`config.mk`:
```
export PLATFORM = sky130hd
export DESIGN_NAME = tcm_back
export DESIGN_NICKNAME = d
export VERILOG_FILES = /design/src/sv/tcm_pkg.sv /design/src/sv/tcm_back.sv
export SDC_FILE = /design/constraint.sdc
export NUM_CORES = 2
export LEC_CHECK = 0
export ABC_AREA = 1
export ABC_CLOCK_PERIOD_IN_PS = 20400
export BUFFER_PORTS_ARGS = -buffer_cell sky130_fd_sc_hd__buf_2
export CAP_MARGIN = 10
export CORE_AREA = 5 5 314 316
export CTS_BUF_LIST = sky130_fd_sc_hd__clkbuf_16
export DETAILED_ROUTE_END_ITERATION = 16
export DIE_AREA = 0 0 319 321
export GPL_TIMING_DRIVEN = 0
export PLACE_DENSITY = 0.73
export SLEW_MARGIN = 10
export SYNTH_ARGS = -nofsm -noshare
export SYNTH_HDL_FRONTEND = slang
export SYNTH_SLANG_ARGS = --single-unit
```
`constraint.sdc`:
```
create_clock -name clk -period 20.4 [get_ports clk]
set_clock_uncertainty 0.05 [all_clocks]
set_input_delay 1.02 -clock clk [delete_from_list [all_inputs] [get_ports clk]]
set_output_delay 1.02 -clock clk [all_outputs]
set_load 0.005 [all_outputs]
```
`src/sv/tcm_pkg.sv`:
```
`timescale 1ns / 1ps
// shared types and constants for the terrace curve mapper
package tcm_pkg;

    // fixed field widths
    localparam int PT_W       = 16;
    localparam int DEN_W      = PT_W + 1;
    localparam int CNT_W      = 3;

    // alpha arithmetic
    localparam int ALPHA_FRAC  = 16;
    localparam int Q_BITS      = 26;
    localparam int ALPHA_CAP   = 1 << 24;
    localparam int ALPHA_ONE   = 1 << ALPHA_FRAC;
    localparam int ALPHA_LIMIT = 8 << ALPHA_FRAC;
    localparam int ALPHA_W     = 21;
    localparam int A2_W        = 39;
    localparam int A2R_W       = 23;
    localparam int PROD_W      = DEN_W + A2R_W + 1;
    localparam int TERM_W      = PROD_W + 1 - ALPHA_FRAC;
    localparam int ROUND_HALF  = 1 << (ALPHA_FRAC - 1);

    // configuration port
    localparam int CFG_ADDR_W = 5;
    localparam int CFG_DATA_W = 32;
    localparam int REG_IDX_W  = 3;
    localparam logic [REG_IDX_W-1:0] REG_COUNT      = 3'd0;
    localparam logic [REG_IDX_W-1:0] REG_INVERT     = 3'd1;
    localparam logic [REG_IDX_W-1:0] REG_POINT_BASE = 3'd2;

    // how a sample is resolved
    typedef enum logic [1:0] {
        KIND_PASS,
        KIND_END,
        KIND_SEG
    } kind_t;

    // per-transaction sideband carried alongside the divider
    typedef struct packed {
        kind_t                    kind;
        logic                     neg;
        logic                     num_zero;
        logic                     flag;
        logic signed [PT_W-1:0]   v0;
        logic signed [DEN_W-1:0]  diff;
    } side_t;

    localparam int SIDE_W = $bits(side_t);

endpackage

```
`src/sv/tcm_back.sv`:
```
`timescale 1ns / 1ps
// alpha rounding and clipping, squaring, interpolation and output register
module tcm_back #(
    parameter int SAMPLE_BITS = 16
) (
    input  logic                        clk,
    input  logic                        rst_n,
    input  logic                        adv,
    input  logic                        in_valid,
    input  logic [tcm_pkg::Q_BITS-1:0]  quot,
    input  logic                        ovf,
    input  tcm_pkg::side_t              side,
    input  logic [SAMPLE_BITS-1:0]      early,
    input  logic                        invert_terraces,
    output logic                        out_valid,
    output logic [SAMPLE_BITS-1:0]      sample_out,
    output logic                        saturated
);
    import tcm_pkg::*;

    localparam int STAGES = 7;
    localparam int Y_W = ((TERM_W > SAMPLE_BITS) ? TERM_W : SAMPLE_BITS) + 1;
    localparam logic signed [Y_W-1:0] S_MAX =
        {{(Y_W-SAMPLE_BITS+1){1'b0}}, {(SAMPLE_BITS-1){1'b1}}};
    localparam logic signed [Y_W-1:0] S_MIN = ~S_MAX;
    localparam logic [Q_BITS-1:0]     CAP   = Q_BITS'(ALPHA_CAP);
    localparam logic signed [Q_BITS:0] A_ONE = (Q_BITS+1)'(ALPHA_ONE);
    localparam logic signed [Q_BITS:0] A_LIM = (Q_BITS+1)'(ALPHA_LIMIT);

    logic [STAGES-1:0] vld_reg;

    always_ff @(posedge clk or negedge rst_n)
    begin
        if (!rst_n)
        begin
            vld_reg <= '0;
        end
        else if (adv)
        begin
            vld_reg <= {vld_reg[STAGES-2:0], in_valid};
        end
    end

    // stage 1: round quotient, cap, apply sign
    logic [Q_BITS:0]           q_inc;
    logic [Q_BITS-1:0]         q_half;
    logic [Q_BITS-1:0]         mag;
    logic signed [Q_BITS-1:0]  alpha1;
    logic signed [Q_BITS-1:0]  alpha1_reg;
    side_t                     side1_reg;
    logic [SAMPLE_BITS-1:0]    early1_reg;

    always_comb
    begin
        q_inc  = {1'b0, quot} + (Q_BITS+1)'(1);
        q_half = q_inc[Q_BITS:1];
        if (side.num_zero)
        begin
            mag = '0;
        end
        else if (ovf || (q_half > CAP))
        begin
            mag = CAP;
        end
        else
        begin
            mag = q_half;
        end
        alpha1 = side.neg ? -$signed(mag) : $signed(mag);
    end

    always_ff @(posedge clk)
    begin
        if (adv)
        begin
            alpha1_reg <= alpha1;
            side1_reg  <= side;
            early1_reg <= early;
        end
    end

    // stage 2: optional inversion and clip to the alpha range
    logic signed [Q_BITS:0]    a_inv;
    logic signed [ALPHA_W-1:0] alpha2;
    side_t                     side2;
    logic signed [ALPHA_W-1:0] alpha2_reg;
    side_t                     side2_reg;
    logic [SAMPLE_BITS-1:0]    early2_reg;

    always_comb
    begin
        a_inv = invert_terraces ? A_ONE - (Q_BITS+1)'(alpha1_reg)
                                : (Q_BITS+1)'(alpha1_reg);
        side2 = side1_reg;
        if (a_inv > A_LIM)
        begin
            alpha2 = ALPHA_W'(A_LIM);
            if (side1_reg.kind == KIND_SEG)
            begin
                side2.flag = 1'b1;
            end
        end
        else if (a_inv < -A_LIM)
        begin
            alpha2 = ALPHA_W'(-A_LIM);
            if (side1_reg.kind == KIND_SEG)
            begin
                side2.flag = 1'b1;
            end
        end
        else
        begin
            alpha2 = ALPHA_W'(a_inv);
        end
    end

    always_ff @(posedge clk)
    begin
        if (adv)
        begin
            alpha2_reg <= alpha2;
            side2_reg  <= side2;
            early2_reg <= early1_reg;
        end
    end

    // stage 3: alpha squared
    logic signed [2*ALPHA_W-1:0] sq;
    logic [A2_W-1:0]             a2_reg;
    side_t                       side3_reg;
    logic [SAMPLE_BITS-1:0]      early3_reg;

    assign sq = alpha2_reg * alpha2_reg;

    always_ff @(posedge clk)
    begin
        if (adv)
        begin
            a2_reg     <= sq[A2_W-1:0];
            side3_reg  <= side2_reg;
            early3_reg <= early2_reg;
        end
    end

    // stage 4: round square to 16 fraction bits
    logic [A2_W:0]           a2_sum;
    logic [A2R_W-1:0]        a2r_reg;
    side_t                   side4_reg;
    logic [SAMPLE_BITS-1:0]  early4_reg;

    assign a2_sum = {1'b0, a2_reg} + (A2_W+1)'(ROUND_HALF);

    always_ff @(posedge clk)
    begin
        if (adv)
        begin
            a2r_reg    <= a2_sum[ALPHA_FRAC +: A2R_W];
            side4_reg  <= side3_reg;
            early4_reg <= early3_reg;
        end
    end

    // stage 5: span times weight
    logic signed [PROD_W-1:0] prod;
    logic signed [PROD_W-1:0] prod_reg;
    side_t                    side5_reg;
    logic [SAMPLE_BITS-1:0]   early5_reg;

    assign prod = side4_reg.diff * $signed({1'b0, a2r_reg});

    always_ff @(posedge clk)
    begin
        if (adv)
        begin
            prod_reg   <= prod;
            side5_reg  <= side4_reg;
            early5_reg <= early4_reg;
        end
    end

    // stage 6: round half up to an integer
    logic signed [PROD_W:0]   t_sum;
    logic signed [TERM_W-1:0] term_reg;
    side_t                    side6_reg;
    logic [SAMPLE_BITS-1:0]   early6_reg;

    assign t_sum = (PROD_W+1)'(prod_reg) + (PROD_W+1)'(ROUND_HALF);

    always_ff @(posedge clk)
    begin
        if (adv)
        begin
            term_reg   <= $signed(t_sum[PROD_W:ALPHA_FRAC]);
            side6_reg  <= side5_reg;
            early6_reg <= early5_reg;
        end
    end

    // stage 7: add base, clip, select result
    logic signed [Y_W-1:0]  y_sum;
    logic [SAMPLE_BITS-1:0] out_next;
    logic                   sat_next;
    logic [SAMPLE_BITS-1:0] out_reg;
    logic                   sat_reg;

    always_comb
    begin
        y_sum = Y_W'(side6_reg.v0) + Y_W'(term_reg);
        unique case (side6_reg.kind)
            KIND_SEG:
            begin
                if (y_sum > S_MAX)
                begin
                    out_next = SAMPLE_BITS'(S_MAX);
                    sat_next = 1'b1;
                end
                else if (y_sum < S_MIN)
                begin
                    out_next = SAMPLE_BITS'(S_MIN);
                    sat_next = 1'b1;
                end
                else
                begin
                    out_next = SAMPLE_BITS'(y_sum);
                    sat_next = side6_reg.flag;
                end
            end
            KIND_PASS, KIND_END:
            begin
                out_next = early6_reg;
                sat_next = side6_reg.flag;
            end
            default:
            begin
                out_next = early6_reg;
                sat_next = side6_reg.flag;
            end
        endcase
    end

    always_ff @(posedge clk)
    begin
        if (adv)
        begin
            out_reg <= out_next;
            sat_reg <= sat_next;
        end
    end

    assign out_valid  = vld_reg[STAGES-1];
    assign sample_out = out_reg;
    assign saturated  = sat_reg;

endmodule

```
=== Yosys cells after proc, flatten, opt, wreduce, memory -nomap -nowiden ===
Cells that the tools add are included.

* Word-level logic and storage cells: 69
* Register bits after elaboration: 478
* Bits of input ports: 86

* Muxes and demuxes: 14
* $lt $le $gt $ge: 5
* Equal/unequal tests: 2
* Reductions and logical operators: 2
* $mul: 2
* Add/sub/neg operators: 6

{| class="wikitable"
|+ Operators by type and width
! operator !! number
|-
| $mux 26 || 3
|-
| $mux 16 || 3
|-
| $add 41x17->42 const B || 1
|-
| $mul 17x24->41 || 1
|-
| $add 39x16->39 const B || 1
|-
| $mul 21x21->39 || 1
|-
| $add 16x26->27 || 1
|-
| $add 26x1->27 const B || 1
|-
| $gt 27x16->1 const B || 1
|-
| $gt 27x21->1 const B || 1
|-
| $lt 27x16->1 const B || 1
|-
| $lt 27x20->1 const B || 1
|-
| $mux 27 || 1
|-
| $sub 18x26->27 const A || 1
|-
| $gt 26x25->1 const B || 1
|-
| $neg 26->26 || 1
|-
| $mux 21 || 1
|-
| $mux 1 || 6
|-
| $eq 2x2->1 const B || 2
|-
| $reduce_or 2->1 || 1
|-
| $logic_or 1x1->1 || 1
|}

=== Depth between registers and ports, before layout ===
* Depth after elaboration: 7
* Mapped depth: 31
* Depth with buffers taken out: 29

=== Worst setup path after synthesis ===
No wires, ideal clock.

* Kind: register -> register
* From: register alpha2_reg[3]
* To: register a2_reg[37], data pin
* Cell stages (with the launch flop): 27
* Slack: 13748 ps
* Buffers on the path: 2
* Arrival: 6339 ps
* Cells stage by stage: edfxtp_1 -> clkbuf_1 -> buf_1 -> nand2_1 -> fa_1 -> inv_1 -> fa_1 -> inv_1 -> fa_1 -> inv_1 -> fa_1 -> fa_1 -> fa_1 -> inv_1 -> fa_1 -> inv_1 -> ha_1 -> a21oi_1 -> inv_1 -> a211oi_1 -> nand2_1 -> a21oi_1 -> inv_1 -> a21oi_1 -> inv_1 -> a31oi_1 -> xor2_1

* Cells in the longest elaborated chain, start to end: 1

{| class="wikitable"
|+ Ends and longest elaborated chain
! element !! RTL line !! text
|-
| start: declaration || tcm_back.sv:86 || <nowiki>logic signed [ALPHA_W-1:0] alpha2_reg;</nowiki>
|-
| start signal: assignment || tcm_back.sv:121 || <nowiki>alpha2_reg <= alpha2;</nowiki>
|-
| $mul 21x21->39 || tcm_back.sv:133 || <nowiki>assign sq = alpha2_reg * alpha2_reg;</nowiki>
|-
| net sq[37] || tcm_back.sv:128 || <nowiki>logic signed [2*ALPHA_W-1:0] sq;</nowiki>
|-
| end signal: assignment || tcm_back.sv:139 || <nowiki>a2_reg <= sq[A2_W-1:0];</nowiki>
|-
| end: declaration || tcm_back.sv:129 || <nowiki>logic [A2_W-1:0] a2_reg;</nowiki>
|}

The timed path passes the listed nets, and every way through them passes these cells.
A chain may end at the register's enable or synchronous reset.

=== Final worst setup path ===
Same ends and word-level chain as after synthesis.

==> impl_metrics.yaml <==
outcome:
  outcome: "finished, final reports clean"
routing:
  finalWirelength_mm: 106
  drt_iter0_drc: 2197
  route.vias.total: 31900
  detail_route.wl_per_cell_um: 16.7
  first_pass_iters: 6
  ant_nets: 0
  via_per_inst: 5.02
  drc: 0
setup_path:
  critical-path-slowest-cell: "fa_1"
  crit_fanout: 10
  cpPeakStageDelay_ps: 610
  critPathTopFamily: "adder cells"
  path_class: "reg -> reg"
  start_kind: "register"
  end_kind: "register"
  arrival_ps: 8730
  crit_buf_inv: 9
  cp.required_ps: 20820
logic_synthesis:
  ys_top_cells_by_count: "inv_1 (1315), nand2_1 (1035), fa_1 (710), edfxtp_1 (441), ha_1 (284)"
  ys_seq_area_share_pct: 29.0
  yosysWarnings: 0
  synthArstFlopShare_pct: 1.56
  syn_area_per_cell_um2: 9.49
  synth_cells: 4872
  synth_cell_type_count: 60
  ys.flop_type: "edfxtp_1"
  syn_area_mm2: 0.0462
  synth_top_area_share_pct: 30.8
  synthMostInstantiatedCell: "inv_1"
  syn_nets: 5952
  post_synth_main_area_contributors: "fa_1 (31%), edfxtp_1 (29%), inv_1 (11%)"
  ys_ff_latch: 448
  synth_top_cell_by_area: "fa_1"
  synth_enable_flop_cells: 441
cells_and_area:
  fin_nets: 6109
  fill_cells: 8568
  syn2layout_area_growth_pct: 8.25
  final_layout_size_suffix_gt1_share_pct: 5.09
timing:
  fin_tns_setup_ps: 0
  rsz0062_at_grt: "false"
  drv_slew: 0
  worstMarginPinSlew_ps: 976
  fmaxAchievable_mhz: 120
  hold_viol_final: 0
  finalWorstPathRequiredPeriod_ps: 8310
  finalCritPeriodShare_pct: 40.7
  setup_slack_ps: 12090
  finalSetupViolations: 0
  slew_headroom_pct: 34.4
clock_tree:
  htreeDepth: 2
  cts_inserted_buffers: 50
  insertion_delay_ps: 640
  clk_path_buf_depth: 3
  post_cts_buffers: 0
  clockRootBuffer: "clkbuf_16"
  clkTransAtPathRegs_ps: 60
  cts.repair.resized: 0
  hold_buffers: 0
  cts_tree: "yes"
  clock_sink_count: 448
global_routing:
  grt.overflow.total: 0
  grt_pass1_wl_mm: 173
  grtUsageTotal_pct: 21.1
  grt_pass1_vias: 33600
  antenna_found_initial: 2
  grt_max_degree: 121
die:
  core_mm2: 0.0957
  initial_core_util_pct: 48.3
  ioPinCount: 104
  fp.dieArea_mm2: 0.102
  dieHeight_um: 321
  rows: 114
  die_w_um: 319
flow_run:
  maxCapViolCount: 0
placement:
  dp.final_hpwl_mm: 87.2
  port_buffers: 102
  place_ws_ps: 12210
  gp_congestion: 0.943
worst_hold_path:
  hp-class: "in -> async"
placed cells by master (no fill, tap or decap), drive strengths merged, types with 11 or more instances in the layout:
cell / instances
inv: 1335
nand2: 1048
fa: 710
edfxtp: 441
ha: 284
nor2: 241
clkbuf: 169
a21oi: 125
buf: 124
xor2: 111
nand3: 89
o21ai: 85
xnor2: 82
nand4: 33
nor3: 28
clkinv: 23
or2: 22
a21o: 13
a31oi: 12
o21a: 11
through the flow:
stage	area, um^2	util [%]	hold slack (ps)	instances
3_3_place_gp	48300	50.5	350	6250
4_1_cts	50000	52.3	118	6345
2_1_floorplan	46200	-	350	4872
3_5_place_dp	48400	50.6	355	6253
6_report	50000	52.3	157	6346
5_1_grt	50000	52.3	130	6345
path summary, 6_finish.rpt:
path / from / to / slack (ps) / cells after the start
hold reg to reg: side1_reg[24] / side2_reg[24] / 360 / 0
setup reg to reg: alpha2_reg[3] / a2_reg[37] / 12090 / 26
setup / recovery: alpha2_reg[3] / a2_reg[37] / 12090 / 26
max in group asynchronous: rst_n / vld_reg[3] / 19980 / 1
hold / removal: rst_n / vld_reg[1] / 160 / 1
min in group clk: side1_reg[24] / side2_reg[24] / 360 / 0
per-layer routing:
metal	track usage [%]	up-vias	routed length, um
met5	0	-	0
met4	9.13	0	5230
met3	2.81	306	6770
met2	36.4	1088	52000
met1	26.9	15600	42000
li1	-	14900	-
cell type report:
cell class	count	area [um^2]	area share [%]
plain buffers	138	567	1.13
repair buffers	105	603	1.21
multi-input cells	2963	27300	54.5
inverters	1323	4970	9.93
diodes	1	2.50	0.00500
flip-flops and latches	448	13400	26.8
clock buffers	50	1250	2.50
clock inverters	42	360	0.720
well taps	1276	1600	3.19
cell families after synthesis:
logic type | Yosys count | synth area share [%]
buffers and inverters | 1461 | 12.0
DFF | 448 | 29.0
and+or+nand+nor | 1485 | 13.1
xor gates and xnor gates | 193 | 3.66
AOI/OAI and AO/OA | 290 | 3.71
adders and majority gates | 994 | 38.4
muxes | 1 | 0.0244
worst reg2reg max path: stages (launching register included):
cell and delay (ps):
edfxtp_1 370, clkbuf_1 500, buf_1 600, nand2_1 180
fa_1 610, inv_1 70, fa_1 500, inv_1 60
fa_1 520, inv_1 50, fa_1 520, fa_1 440
fa_1 540, inv_1 60, fa_1 530, inv_1 40
ha_1 340, nand2_1 240, nor2_1 140, a211oi_1 340
nand2_1 90, a21oi_1 520, inv_1 140, a21oi_1 240
inv_1 80, a31oi_1 170, xor2_1 210
Power is not shown: default switching activity piles up to over one toggle a cycle in this logic, so the estimate is an artifact.
