`config.mk`:
```
export PLATFORM = sky130hd
export DESIGN_NAME = tcm_front
export DESIGN_NICKNAME = d
export VERILOG_FILES = /design/src/sv/tcm_pkg.sv /design/src/sv/tcm_front.sv
export SDC_FILE = /design/constraint.sdc
export NUM_CORES = 1
export LEC_CHECK = 0
export ABC_AREA = 1
export BUFFER_PORTS_ARGS = -buffer_cell sky130_fd_sc_hd__buf_2
export CAP_MARGIN = 20
export CORE_UTILIZATION = 59
export DETAILED_ROUTE_END_ITERATION = 7
export GPL_TIMING_DRIVEN = 0
export PLACE_DENSITY = 0.87
export SYNTH_ARGS = -nofsm -noshare
export SYNTH_HDL_FRONTEND = slang
export SYNTH_SLANG_ARGS = --single-unit
```
`constraint.sdc`:
```
create_clock -name clk -period 11 [get_ports clk]
set_clock_uncertainty 0.2 [all_clocks]
set_input_delay 1.65 -clock clk [delete_from_list [all_inputs] [get_ports clk]]
set_output_delay 1.65 -clock clk [all_outputs]
set_load 0.05 [all_outputs]
```
`src/sv/tcm_pkg.sv`:
```
`timescale 1ns / 1ps
// shared types and constants for the terrace curve mapper
package tcm_pkg;

    // fixed field widths
    localparam int PT_W       = 16;
    localparam int DEN_W      = PT_W + 1;
    localparam int CNT_W      = 3;

    // alpha arithmetic
    localparam int ALPHA_FRAC  = 16;
    localparam int Q_BITS      = 26;
    localparam int ALPHA_CAP   = 1 << 24;
    localparam int ALPHA_ONE   = 1 << ALPHA_FRAC;
    localparam int ALPHA_LIMIT = 8 << ALPHA_FRAC;
    localparam int ALPHA_W     = 21;
    localparam int A2_W        = 39;
    localparam int A2R_W       = 23;
    localparam int PROD_W      = DEN_W + A2R_W + 1;
    localparam int TERM_W      = PROD_W + 1 - ALPHA_FRAC;
    localparam int ROUND_HALF  = 1 << (ALPHA_FRAC - 1);

    // configuration port
    localparam int CFG_ADDR_W = 5;
    localparam int CFG_DATA_W = 32;
    localparam int REG_IDX_W  = 3;
    localparam logic [REG_IDX_W-1:0] REG_COUNT      = 3'd0;
    localparam logic [REG_IDX_W-1:0] REG_INVERT     = 3'd1;
    localparam logic [REG_IDX_W-1:0] REG_POINT_BASE = 3'd2;

    // how a sample is resolved
    typedef enum logic [1:0] {
        KIND_PASS,
        KIND_END,
        KIND_SEG
    } kind_t;

    // per-transaction sideband carried alongside the divider
    typedef struct packed {
        kind_t                    kind;
        logic                     neg;
        logic                     num_zero;
        logic                     flag;
        logic signed [PT_W-1:0]   v0;
        logic signed [DEN_W-1:0]  diff;
    } side_t;

    localparam int SIDE_W = $bits(side_t);

endpackage

```
`src/sv/tcm_front.sv`:
```
`timescale 1ns / 1ps
// segment search, end selection and divider operand preparation
module tcm_front #(
    parameter int MAX_POINTS  = 6,
    parameter int SAMPLE_BITS = 16,
    parameter int X_W         = 16,
    parameter int DIV_W       = 34
) (
    input  logic                             clk,
    input  logic                             rst_n,
    input  logic                             adv,
    input  logic                             in_valid,
    input  logic [SAMPLE_BITS-1:0]           sample_in,
    input  logic [tcm_pkg::CNT_W-1:0]        point_count,
    input  logic                             invert_terraces,
    input  logic [MAX_POINTS-1:0][2*tcm_pkg::PT_W-1:0] points,
    output logic                             out_valid,
    output tcm_pkg::side_t                   side,
    output logic [SAMPLE_BITS-1:0]           early,
    output logic [DIV_W-1:0]                 dividend,
    output logic [tcm_pkg::DEN_W-1:0]        divisor
);
    import tcm_pkg::*;

    localparam int NUM_W = X_W + 1;
    localparam int IDX_W = $clog2(MAX_POINTS);
    localparam logic signed [X_W-1:0] S_MAX =
        {{(X_W-SAMPLE_BITS+1){1'b0}}, {(SAMPLE_BITS-1){1'b1}}};
    localparam logic signed [X_W-1:0] S_MIN = ~S_MAX;

    // stage a: point search
    logic [CNT_W-1:0]        n_pts;
    logic [CNT_W-1:0]        pos;
    logic [CNT_W-1:0]        i0_w;
    logic [CNT_W-1:0]        i1_w;
    logic signed [X_W-1:0]   x_ext;
    kind_t                   kind_a;

    logic                    a_valid_reg;
    logic signed [X_W-1:0]   a_x_reg;
    logic [IDX_W-1:0]        a_i0_reg;
    logic [IDX_W-1:0]        a_i1_reg;
    kind_t                   a_kind_reg;

    always_comb
    begin
        n_pts = (point_count > CNT_W'(MAX_POINTS)) ? CNT_W'(MAX_POINTS) : point_count;
        x_ext = X_W'($signed(sample_in));
        pos   = n_pts;
        for (int i = MAX_POINTS - 1; i >= 0; i--)
        begin
            if ((CNT_W'(i) < n_pts) &&
                (x_ext < X_W'($signed(points[i][2*PT_W-1:PT_W]))))
            begin
                pos = CNT_W'(i);
            end
        end
        i0_w = (pos == '0) ? '0 : pos - 1'b1;
        i1_w = (pos == n_pts) ? n_pts - 1'b1 : pos;
        if (n_pts < CNT_W'(2))
        begin
            kind_a = KIND_PASS;
            i0_w   = '0;
            i1_w   = '0;
        end
        else if (i0_w == i1_w)
        begin
            kind_a = KIND_END;
        end
        else
        begin
            kind_a = KIND_SEG;
        end
    end

    always_ff @(posedge clk or negedge rst_n)
    begin
        if (!rst_n)
        begin
            a_valid_reg <= 1'b0;
        end
        else if (adv)
        begin
            a_valid_reg <= in_valid;
        end
    end

    always_ff @(posedge clk)
    begin
        if (adv)
        begin
            a_x_reg    <= x_ext;
            a_i0_reg   <= IDX_W'(i0_w);
            a_i1_reg   <= IDX_W'(i1_w);
            a_kind_reg <= kind_a;
        end
    end

    // stage b: segment ends, numerator and divisor
    logic signed [PT_W-1:0]   v0_b;
    logic signed [PT_W-1:0]   v1_b;
    logic signed [X_W-1:0]    v1_ext;
    logic signed [NUM_W-1:0]  num_b;
    logic signed [DEN_W-1:0]  den_b;
    logic [SAMPLE_BITS-1:0]   early_b;
    side_t                    side_b;

    logic                     b_valid_reg;
    logic signed [NUM_W-1:0]  b_num_reg;
    logic signed [DEN_W-1:0]  b_den_reg;
    logic [SAMPLE_BITS-1:0]   b_early_reg;
    side_t                    b_side_reg;

    always_comb
    begin
        v0_b   = $signed(points[a_i0_reg][PT_W-1:0]);
        v1_b   = $signed(points[a_i1_reg][PT_W-1:0]);
        v1_ext = X_W'(v1_b);
        num_b  = NUM_W'(a_x_reg) - NUM_W'(v0_b);
        den_b  = DEN_W'(v1_b) - DEN_W'(v0_b);

        side_b          = '0;
        side_b.kind     = a_kind_reg;
        side_b.v0       = invert_terraces ? v1_b : v0_b;
        side_b.diff     = invert_terraces ? -den_b : den_b;
        early_b         = '0;

        unique case (a_kind_reg)
            KIND_PASS:
            begin
                early_b = SAMPLE_BITS'(a_x_reg);
            end
            KIND_END:
            begin
                if (v1_ext > S_MAX)
                begin
                    early_b     = SAMPLE_BITS'(S_MAX);
                    side_b.flag = 1'b1;
                end
                else if (v1_ext < S_MIN)
                begin
                    early_b     = SAMPLE_BITS'(S_MIN);
                    side_b.flag = 1'b1;
                end
                else
                begin
                    early_b = SAMPLE_BITS'(v1_ext);
                end
            end
            KIND_SEG:
            begin
                early_b = '0;
            end
            default:
            begin
                early_b = '0;
            end
        endcase
    end

    always_ff @(posedge clk or negedge rst_n)
    begin
        if (!rst_n)
        begin
            b_valid_reg <= 1'b0;
        end
        else if (adv)
        begin
            b_valid_reg <= a_valid_reg;
        end
    end

    always_ff @(posedge clk)
    begin
        if (adv)
        begin
            b_num_reg   <= num_b;
            b_den_reg   <= den_b;
            b_early_reg <= early_b;
            b_side_reg  <= side_b;
        end
    end

    // stage c: magnitudes and signs for the divider
    logic [NUM_W-1:0]  num_abs;
    logic [DEN_W-1:0]  den_abs;
    logic              num_neg;
    logic              den_neg;
    side_t             side_c;

    logic              c_valid_reg;
    side_t             c_side_reg;
    logic [SAMPLE_BITS-1:0] c_early_reg;
    logic [DIV_W-1:0]  c_dividend_reg;
    logic [DEN_W-1:0]  c_divisor_reg;

    always_comb
    begin
        num_neg = b_num_reg[NUM_W-1];
        den_neg = b_den_reg[DEN_W-1];
        num_abs = num_neg ? NUM_W'(-b_num_reg) : NUM_W'(b_num_reg);
        den_abs = den_neg ? DEN_W'(-b_den_reg) : DEN_W'(b_den_reg);
        side_c          = b_side_reg;
        side_c.neg      = num_neg ^ den_neg;
        side_c.num_zero = (b_num_reg == '0);
        if ((b_side_reg.kind == KIND_SEG) && (b_den_reg == '0))
        begin
            side_c.flag = 1'b1;
        end
    end

    always_ff @(posedge clk or negedge rst_n)
    begin
        if (!rst_n)
        begin
            c_valid_reg <= 1'b0;
        end
        else if (adv)
        begin
            c_valid_reg <= b_valid_reg;
        end
    end

    always_ff @(posedge clk)
    begin
        if (adv)
        begin
            c_side_reg     <= side_c;
            c_early_reg    <= b_early_reg;
            c_dividend_reg <= {num_abs, {(ALPHA_FRAC+1){1'b0}}};
            c_divisor_reg  <= den_abs;
        end
    end

    assign out_valid = c_valid_reg;
    assign side      = c_side_reg;
    assign early     = c_early_reg;
    assign dividend  = c_dividend_reg;
    assign divisor   = c_divisor_reg;

endmodule

```
Word-level counts from Yosys, hierarchy flattened. Index checks and enable logic that the tools add are counted.

Add/subtract/negate cells: 7. Order comparisons: 18. Equality and inequality tests: 4. Muxes and demuxes: 23. Bitwise logic cells: 1. Reductions and logical operators: 11.

Operators with widths (number): binary-select mux 32 bit (select 3 bit) (2); two-way mux 16 bit (7); < comparator 16 bit (6); negation 17 bit (3); zero test 17 bit (2); subtractor 16 x 16 -> 17 bit (2); case mux 16 bit (2 select lines) (1); two-way mux 3 bit (9); two-way mux 17 bit (1); greater-than comparator 16 bit, second input constant (1); < comparator 16 bit, second input constant (1); < comparator 3 x 4 -> 1 bit, second input constant (2); logical AND 1 bit (7); equality test 3 bit (2); < comparator 1 x 3 -> 1 bit, first input constant (2); < comparator 2 x 3 -> 1 bit, first input constant (2); < comparator 3 bit, first input constant (2); subtractor 3 x 1 -> 3 bit, second input constant (2); greater-than comparator 3 bit, second input constant (1); zero test 3 bit (1); < comparator 3 x 2 -> 1 bit, second input constant (1); equality test 2 x 1 -> 1 bit, second input constant (1); equality test 2 bit, second input constant (1); zero test 2 bit (1); other kinds (3) (4).

Bits in registers: 201. Input bits: 216. Word-level logic and storage cells: 89.

Depth between registers and ports, before layout. Gate-level depths: netlist (run 1).

Depth in word-level cells: 14. Mapped depth: 28.

Least setup slack after synthesis (run 1). OpenSTA, ideal clock, no wires.

Kind: input to register. Start: in points[32] (netlist name). End: reg b_side_reg[16] (netlist name), data pin. Setup time: 0.253 ns. Arrival: 4.182 ns. Setup slack: 6.365 ns. Stages on the path: 22. Path buffers: 0. Path through: inv_1 > a21oi_1 > o21ai_0 > o21ai_0 > nand2_1 > o21ai_0 > ha_1 > inv_1 > fa_1 > nand3_1 > nand3_1 > nand2_1 > nand2_1 > a21oi_1 > o21bai_2 > a21oi_1 > o21bai_2 > a21o_1 > xor2_1 > nand4_1 > nand3_1 > nand2_1.

RTL lines: start, declared (RTL line tcm_front.sv:16) `input logic [MAX_POINTS-1:0][2*tcm_pkg::PT_W-1:0] points,`; end signal, assigned (RTL line tcm_front.sv:180) `b_side_reg <= side_b;`; end, declared (RTL line tcm_front.sv:112) `side_t b_side_reg;`.

==> results by stage, run 1 <==
Status:
- The run finished with clean final reports.

Synthesis:
- The dominant synthesized flop cell is edfxtp_1.
- The post-synthesis sequential element count is 201.
- The number of warning messages in the yosys log is 0.
- The share of flip-flops with an asynchronous set or reset after synthesis is 1.49%.
- In this run the cell area of the synthesized design comes to 13500 um2.
- The cell count after synthesis is 1542.
- The mean post-synth cell area is 8.77 um2.
- Yosys mapped a number of flops with a built-in enable equal to 198.
- The number of unique standard cell types used by synthesis is 51.
- Summing the sequential cell areas from Yosys gives 44.5% of the chip area.

STA:
- Setup violations remaining at the end of the flow were counted as 0.
- Setup repair after global routing left no endpoint under its margin.
- The summed negative setup slack over all endpoints is 0 ns.
- At the pin with the least slew margin, the transition time is 0.941 ns.
- The worst pin sits at a relative slew slack of 36.6%.
- The total count of max-transition violations in the final report is 0.
- Setup slack on the critical path of the routed design comes to 5.85 ns.
- The final critical-path share of the clock period is 46.9%.
- Counting I/O delays and the setup requirement, the final critical path takes 5.15 ns.
- For this run, the top clock speed supported by timing is 194 MHz.
- The total count of hold-check failures in the final report is 0.

Global route:
- Global routing used 38.5% of the available met1 tracks.
- The number of global-route vias before repair is 11800.
- The global routing stage identified its most utilized layer as met2.
- The maximum number of pins on one net before global-route repair is 128.
- The initial antenna violation count was 3.
- For this run, the total global-route usage over all layers was measured as 32.9%.
- For met3 alone, demand over resource in global routing was 6.89%.
- The met2 layer usage reported by global route is 58.2%.
- Global routing finished with a remaining overflow of 0.
- The first global-routing pass estimated 60.2 mm of wire.

Floorplan:
- The die is 153 um tall.
- The die covers 23500 um2.
- The initial utilization of the core area, before any placement, comes to 59.9%.
- The placeable core region is 22600 um2.
- The die is 153 um wide.
- The total I/O pin count is 322.
- The initialized floorplan defines 55 standard-cell rows.

Clocking:
- The deepest clock path buffer count is 3.
- The clock tree from TritonCTS is built.
- The CTS H-tree depth is 1.
- The clock reaches the later pin of the worst-skew pair after 0.51 ns.
- The clock transition at the register clock pins on the worst setup and hold paths after CTS is 0.06 ns.
- In this run, post-CTS repair resized a total of 0 instances.
- The number of clock buffers added by TritonCTS is 21.
- The clock sink total is 201.
- The number of buffers inserted to repair setup after CTS is 0.
- In this run the clock root is driven by a clkbuf_16.
- The hold buffer count at cts is 0.

Setup path:
- The kind of cell adding the most delay to the critical path is simple AND/OR/NAND/NOR gates.
- For this run, the slowest stage of the critical path takes 0.46 ns.
- The launching point of the worst reg2reg path is a_i0_reg[0]$_SDFFCE_PN0P_.
- The critical path goes through clkbuf_1 > clkbuf_1 > a21oi_1 > o21ai_0 > o21ai_0 > a32oi_1 > ha_1 > a21oi_1 > nand2_1 > nand2_1 > a21oi_1 > or2_2 > xor2_2 > inv_2 > nor2_1 > nand2_1 > nor3_2 > nand3_1 > nor3_2 > nand3_1 > nand2_1 > xor2_1.
- The required time of the worst setup path is 11.04 ns.
- Together, buffers and inverters on the worst path number 3.
- By startpoint and endpoint, the worst setup path is classified as reg -> reg.
- Data arrives at the worst endpoint at 5.19 ns.
- The type of origin of the critical path is a flip-flop.
- Counting stages on the worst path, the most repeated cell is nand2_1.
- The worst-case register-to-register setup slack is 5.85 ns.
- The cell with the biggest individual delay on the critical path is a32oi_1.
- The endpoint identified for the worst register-to-register timing path is b_side_reg[15]$_DFFE_PP_.
- The biggest fanout along the worst timing path is 10.
- Counting cells, the worst reg-to-reg path comes to 22.
- The worst setup path is captured at a flip-flop.

Route:
- The detailed router placed 12400 vias in this run.
- For this run, the detailed router's first-pass iteration total came to 8.
- The total DRC errors in the routed layout is 0.
- The initial detailed-routing violation count is 1132.
- The count of nets left with antenna violations after detail routing is 0.
- Wires add up to 39.5 mm.
- The detailed-route wire length per cell is 18.1 um.
- The mean number of vias per cell is 5.65.

Finish:
- From synthesis to final layout, the design area changed by 19.5%.
- The final standard cell count with taps included and fillers excluded is 2186.
- Of the cells placed in the final design, the portion with a size suffix greater than 1 is 21.2%.
- After the last flow step, the layout net total stands at 2233.
- The flip-flop count of the largest register, all copies and words added is 38.

Min path:
- The startpoint identified for the worst hold timing path is b_early_reg[14]$_DFFE_PP_.
- The worst hold path passes through 0 cells.
- For hold timing, the worst endpoint is early[14]$_DFFE_PP_.
- The min-delay analysis places its worst path in the category reg -> reg.

Power and ir drop:
- The completed layout was analyzed and its total power is 3.31 mW.
- Summed over all cells, the static leakage comes to 7.82 nW.
- Dividing total power by cell area gives a power density of 205 nW/um2.
- The peak ir drop on the vdd network is 0.140 mV.

Placed design:
- The post-placement cell count is 2148.
- The sum of net half-perimeters after detailed placement is 30.6 mm.
- The port buffer count is 303.
- Prior to clock tree synthesis, the placed netlist has a worst setup slack of 5.54 ns.
- Routability-driven placement finished with a final weighted congestion of 0.961.

Flow run:
- The tool flagged a number of max-cap violations equal to 0.
[how the worst max path moves through the flow]
stage                                         start                       end  slack (ns)  cells past startpoint
after floorplan                          points[32]  b_side_reg[16]$_DFFE_PP_        6.37                     22
after global placement                          adv   a_valid_reg$_DFFE_PN0P_        5.57                      2
after detailed placement                 points[33]   b_num_reg[16]$_DFFE_PP_        5.54                     22
after CTS                                points[34]  b_side_reg[15]$_DFFE_PP_        5.99                     22
after global routing      a_i0_reg[0]$_SDFFCE_PN0P_  b_side_reg[16]$_DFFE_PP_        5.50                     22
final                     a_i0_reg[0]$_SDFFCE_PN0P_  b_side_reg[15]$_DFFE_PP_        5.85                     22
[through the flow]
step / util (%) / area (um2) / hold WS (ns)
3_3_place_gp: 68.5 / 15500 / 0.202
5_1_grt: 71.6 / 16200 / 0.219
3_5_place_dp: 68.6 / 15500 / 0.205
4_1_cts: 71.6 / 16200 / 0.202
6_report: 71.6 / 16200 / 0.206
2_1_floorplan: - / 13600 / 0.200
[final cells by class]
type	count	area, um2
Inverter	246	923
Clock inverter	12	113
Antenna cell	1	2.50
Clock buffer	25	551
Tap cell	285	357
Timing Repair Buffer	304	1550
Fill cell	1697	6410
Buffer	57	278
Sequential cell	201	6020
Multi-Input combinational cell	1055	6360
[metal layers]
metal,vias up,wire length (um)
met5,-,26
met4,4,1680
met1,5659,14600
met2,692,19500
met3,126,3690
li1,5872,-
[cells by family (layout without fill, tap and decap cells)]
| kind of cell | count (synthesis) | count (layout) | synth area share [%] |
|---|---|---|---|
| other | 1 | 19 | 0.0277 |
| adders and majority gates | 131 | 131 | 12.2 |
| xor gates and xnor gates | 68 | 68 | 4.52 |
| muxes | 1 | 1 | 0.0833 |
| DFF | 201 | 201 | 44.5 |
| buffers and inverters | 303 | 644 | 8.88 |
| AOI/OAI and AO/OA | 344 | 344 | 13.9 |
| and+or+nand+nor | 493 | 493 | 15.9 |
[where the power goes]
group | leakage (nW) | switching (mW) | internal (mW) | total, mW
Sequential | 2.00 | 0.0975 | 1.13 | 1.23
Clock | 0.324 | 0.300 | 0.388 | 0.688
Combinational | 5.50 | 0.992 | 0.403 | 1.40
[synth_stat cells (2+ instances only)]
| master | n | area share, % |
|---|---|---|
| xor2_1 | 50 | 3.2 |
| inv_1 | 234 | 6.5 |
| nor2_2 | 2 | 0.093 |
| o41ai_1 | 2 | 0.13 |
| edfxtp_1 | 198 | 44 |
| xor2_2 | 2 | 0.24 |
| a21o_1 | 2 | 0.11 |
| clkbuf_1 | 40 | 1.1 |
| nand4_1 | 7 | 0.32 |
| nor3_1 | 20 | 0.74 |
| nand2_2 | 8 | 0.37 |
| nand3_1 | 56 | 2.1 |
| a211oi_1 | 4 | 0.22 |
| a211oi_2 | 2 | 0.19 |
| a21oi_2 | 2 | 0.13 |
| o21a_1 | 3 | 0.17 |
| dfrtp_1 | 3 | 0.56 |
| buf_4 | 17 | 0.94 |
| nand3_2 | 2 | 0.15 |
| o21bai_1 | 4 | 0.22 |
| nor3_2 | 6 | 0.44 |
| nor2_1 | 119 | 3.3 |
| o21bai_2 | 2 | 0.17 |
| a21oi_1 | 118 | 4.4 |
| ha_1 | 129 | 12 |
| a2bb2oi_1 | 3 | 0.19 |
| o21ai_0 | 177 | 6.6 |
| o22ai_1 | 2 | 0.093 |
| xnor2_1 | 16 | 1.0 |
| or2_2 | 10 | 0.46 |
| inv_2 | 7 | 0.19 |
| nor3b_1 | 4 | 0.22 |
| nor4_1 | 5 | 0.23 |
| o21ai_1 | 6 | 0.22 |
| fa_1 | 2 | 0.30 |
| clkinv_1 | 5 | 0.14 |
| a32oi_1 | 10 | 0.65 |
| nand3b_1 | 7 | 0.39 |
| nand2_1 | 244 | 6.8 |
[cell usage in the layout, fill, tap and decap left out, drive strengths merged, types with 10 or more instances in the layout]
cell type and n:
o21ai 184, xor2 52, conb 18, nor2 123, edfxtp 198, nand2 252, clkinv 10, nand3 58
clkbuf 65, xnor2 16, ha 129, a21oi 120, or2 11, buf 321, inv 246, nor3 26
a32oi 10
[worst reg2reg max path: cells and delay by family, from the launching register on]
kind | cells | cell delay (ns)
DFF | 1 | 0.40
adders and majority gates | 1 | 0.39
AOI/OAI and AO/OA | 6 | 1.22
xor gates and xnor gates | 2 | 0.30
and+or+nand+nor | 10 | 1.45
buffers and inverters | 3 | 0.94
(Power assumes the default switching activity.)
==> run 2: changes to the inputs <==
--- a/config.mk
+++ b/config.mk
@@ -8,10 +8,10 @@
 export ABC_AREA = 1
 export BUFFER_PORTS_ARGS = -buffer_cell sky130_fd_sc_hd__buf_2
 export CAP_MARGIN = 20
-export CORE_UTILIZATION = 59
+export CORE_UTILIZATION = 55
 export DETAILED_ROUTE_END_ITERATION = 7
 export GPL_TIMING_DRIVEN = 0
-export PLACE_DENSITY = 0.87
+export PLACE_DENSITY = 0.82
 export SYNTH_ARGS = -nofsm -noshare
 export SYNTH_HDL_FRONTEND = slang
 export SYNTH_SLANG_ARGS = --single-unit
==> constraint.sdc (replaced) <==
create_clock -name clk -period 5.2 [get_ports clk]
set_clock_uncertainty 0.2 [all_clocks]
set_input_delay 0.78 -clock clk [delete_from_list [all_inputs] [get_ports clk]]
set_output_delay 0.78 -clock clk [all_outputs]
set_load 0.05 [all_outputs]
==> results by stage, run 2 (synthesis gave the netlist of run 1 again) <==
Status:
- The flow ran to the end, and the final reports show no timing, DRC or antenna violations.

Finish:
- The area growth from synthesis to layout is 20.1%.
- In the final layout, flip-flops and latches occupy 6020 um2.
- The area of combinational cells with multiple inputs is 6370 um2.
- The proportion of layout cells with a drive suffix above 1 is 21.3%.
- The leading cell type in the layout, fill and taps excluded is buf_2.
- The library cells used most frequently in the layout, excluding fill and tap cells, are buf_2 (302), nand2_1 (244), inv_1 (234).
- The fill cell total of the finished layout is 1999.
- The final core area utilization is 67.0%.
- The register with the most flip-flops in the layout has 38 of them.
- The final layout contains 2233 nets.

Floorplan:
- The floorplan step defined a die boundary enclosing 25200 um2.
- The region available for standard cell placement spans 24200 um2.
- The initialized floorplan defines 57 standard-cell rows.
- The vertical die dimension is 159 um.
- The die is 159 um wide.
- The total I/O pin count is 322.
- Once the floorplan was initialized, standard cells occupied 55.8% of the core.

Route:
- The first TritonRoute pass finished after 5 iterations.
- In the final routed layout, each cell accounts on average for 17.1 um.
- Using the TritonRoute via totals, the vias-per-cell ratio works out to 5.47.
- The routed via count is 12200.
- The count of nets left with antenna violations once routing finished came out at 0.
- For this block, the initial DRC count from the detailed router was 1027.
- The total DRC errors in the routed layout is 0.
- The overall routed net length is 38.2 mm.

STA:
- The total count of max-transition violations in the final report is 0.
- The count of endpoints failing setup in the final report is 0.
- At the pin with the least slew margin, the transition time is 0.902 ns.
- The relative slew slack is 39.2%.
- The worst hold slack is 0.217 ns.
- The final critical-path share of the clock period is 94.3%.
- Setup repair after global routing left no endpoint under its margin.
- In the final timing run, aggregate negative setup slack is 0 ns.
- The total count of hold-check failures in the final report came to 0.
- Counting I/O delays and the setup requirement, the final critical path takes 4.90 ns.
- Based on the critical path, the design can be clocked at up to 204 MHz.

Min path:
- Along the worst hold path, the cell count comes to 0.
- The origin of the worst min-delay path is b_side_reg[18]$_DFFE_PP_.
- The worst hold path terminates at side[18]$_DFFE_PP_.
- The path type of the worst min-delay path is reg -> reg.

Setup path:
- The required time of the worst setup path is 5.24 ns.
- The critical setup path kind is reg -> reg.
- On the worst path, the slowest cell contributes a delay of 0.41 ns.
- The critical path starts at a_i0_reg[0]$_SDFFCE_PN0P_.
- The worst setup path is launched from a flip-flop.
- The launching point of the worst reg2reg path is a_i0_reg[0]$_SDFFCE_PN0P_.
- The setup check on the worst reg-to-reg path leaves a slack of 0.30 ns.
- The worst setup path is captured at a flip-flop.
- The worst flop-to-flop path endpoint is b_side_reg[16]$_DFFE_PP_.
- The cell occurring most often along the worst timing path is nand2_1.
- For the worst flop-to-flop path, the logic depth is 22.
- Of all nets on the critical path, the largest fanout is 10.
- Walking the worst path, the cells encountered are clkbuf_1 > clkbuf_2 > o21ai_0 > o21ai_0 > nand2_1 > o21ai_1 > ha_1 > inv_1 > fa_1 > nand3_1 > nand3_1 > nand2_1 > nand2_1 > a21oi_1 > o21bai_2 > a21oi_1 > o21bai_2 > a21o_1 > xor2_1 > nand4_1 > nand3_1 > nand2_1.
- Data on the critical path arrives at its endpoint at 4.95 ns.
- For this design, the slowest cell found on the critical path is clkbuf_1.

Clocking:
- The CTS H-tree depth is 1.
- The later pin in the worst-skew pair is clocked with a latency of 0.49 ns.
- The root buffer selected by CTS is clkbuf_16.
- The number of buffers added by the clock tree synthesis step is 21.
- The clock tree from TritonCTS is built.
- The clock sink total is 201.
- The clock passes through at most 3 buffers.
- Buffers added to address setup during post-CTS repair amount to 0.
- After clock tree synthesis, the clock-pin slew on the worst setup and hold paths is 0.06 ns.

Power and ir drop:
- The analysis attributes to cell leakage a power of 7.83 nW.
- For this design the ratio of total power to cell area is 426 nW/um2.
- Summing internal, switching and leakage power gives 6.92 mW.
- The peak ir drop on the vdd network is 0.431 mV.

Global route:
- Entering global routing, the biggest net connects 145 pins.
- For this run, the total global-route usage over all layers was measured as 30.0%.
- The first global-routing pass estimated 59.8 mm of wire.
- The aggregate global routing overflow is 0.
- The initial antenna violation count came to 1.
- The number of global-route vias before repair is 11700.

Placed design:
- Buffers placed on the I/O ports in this run total 303.
- The congestion estimate from routability-driven global placement came to 0.924.
- The sum of net half-perimeters after detailed placement is 30.1 mm.

Flow run:
- The tool flagged a number of max-cap violations equal to 0.
## run 2: repair_timing
item	4_1_cts	5_1_grt
endpoints found under the hold margin	3	0
hold buffers	1	0
gates resized for setup	0	9
setup endpoints to repair	0	8
## run 2: worst max path at each step
stage,cells past startpoint,end,slack [ns]
5_1_grt,21,b_side_reg[16]$_DFFE_PP_,0.02
3_3_place_gp,20,b_side_reg[16]$_DFFE_PP_,0.32
2_1_floorplan,22,b_side_reg[16]$_DFFE_PP_,1.36
3_5_place_dp,20,b_side_reg[16]$_DFFE_PP_,0.22
6_report,22,b_side_reg[16]$_DFFE_PP_,0.30
4_1_cts,20,b_side_reg[16]$_DFFE_PP_,0.17
## run 2: through the flow
step,area [um2],cells,setup slack [ns]
2_1_floorplan,13600,1559,1.36
3_3_place_gp,15500,2186,0.318
3_5_place_dp,15500,2187,0.215
4_1_cts,16200,2225,0.175
5_1_grt,16200,2224,0.0195
6_report,16200,2227,0.296
## run 2: layer usage
metal / wire, um / track usage (%) / part of all wire [%]
met1: 15400 / 37.6 / 40
met2: 18300 / 51.8 / 48
met3: 2960 / 4.52 / 7.8
met4: 1570 / 12.4 / 4.1
met5: 0 / 0 / 0
## run 2: cell type report
cell class	instances	area share (%)
Antenna cell	3	0.0462
Buffer	56	1.71
Clock buffer	24	3.31
Clock inverter	13	0.801
Inverter	246	5.69
Multi-Input combinational cell	1055	39.2
Sequential cell	201	37.1
Tap cell	324	2.50
Timing Repair Buffer	305	9.63
## run 2: where the power goes
group          switching, mW  leakage [nW]  internal, mW
Combinational           2.03          5.51         0.853
Sequential             0.194          2.00          2.38
Clock                  0.604         0.319         0.849
## run 2: critical path, delay by kind of cell (launching register included)
kind                     cells  cell delay [ns]
AO/OA/AOI/OAI                8             1.40
XOR/XNOR                     1             0.21
adder cells (fa/ha/maj)      2             0.68
buffers and inverters        3             0.83
flip-flops                   1             0.39
AND/OR/NAND/NOR              8             0.93
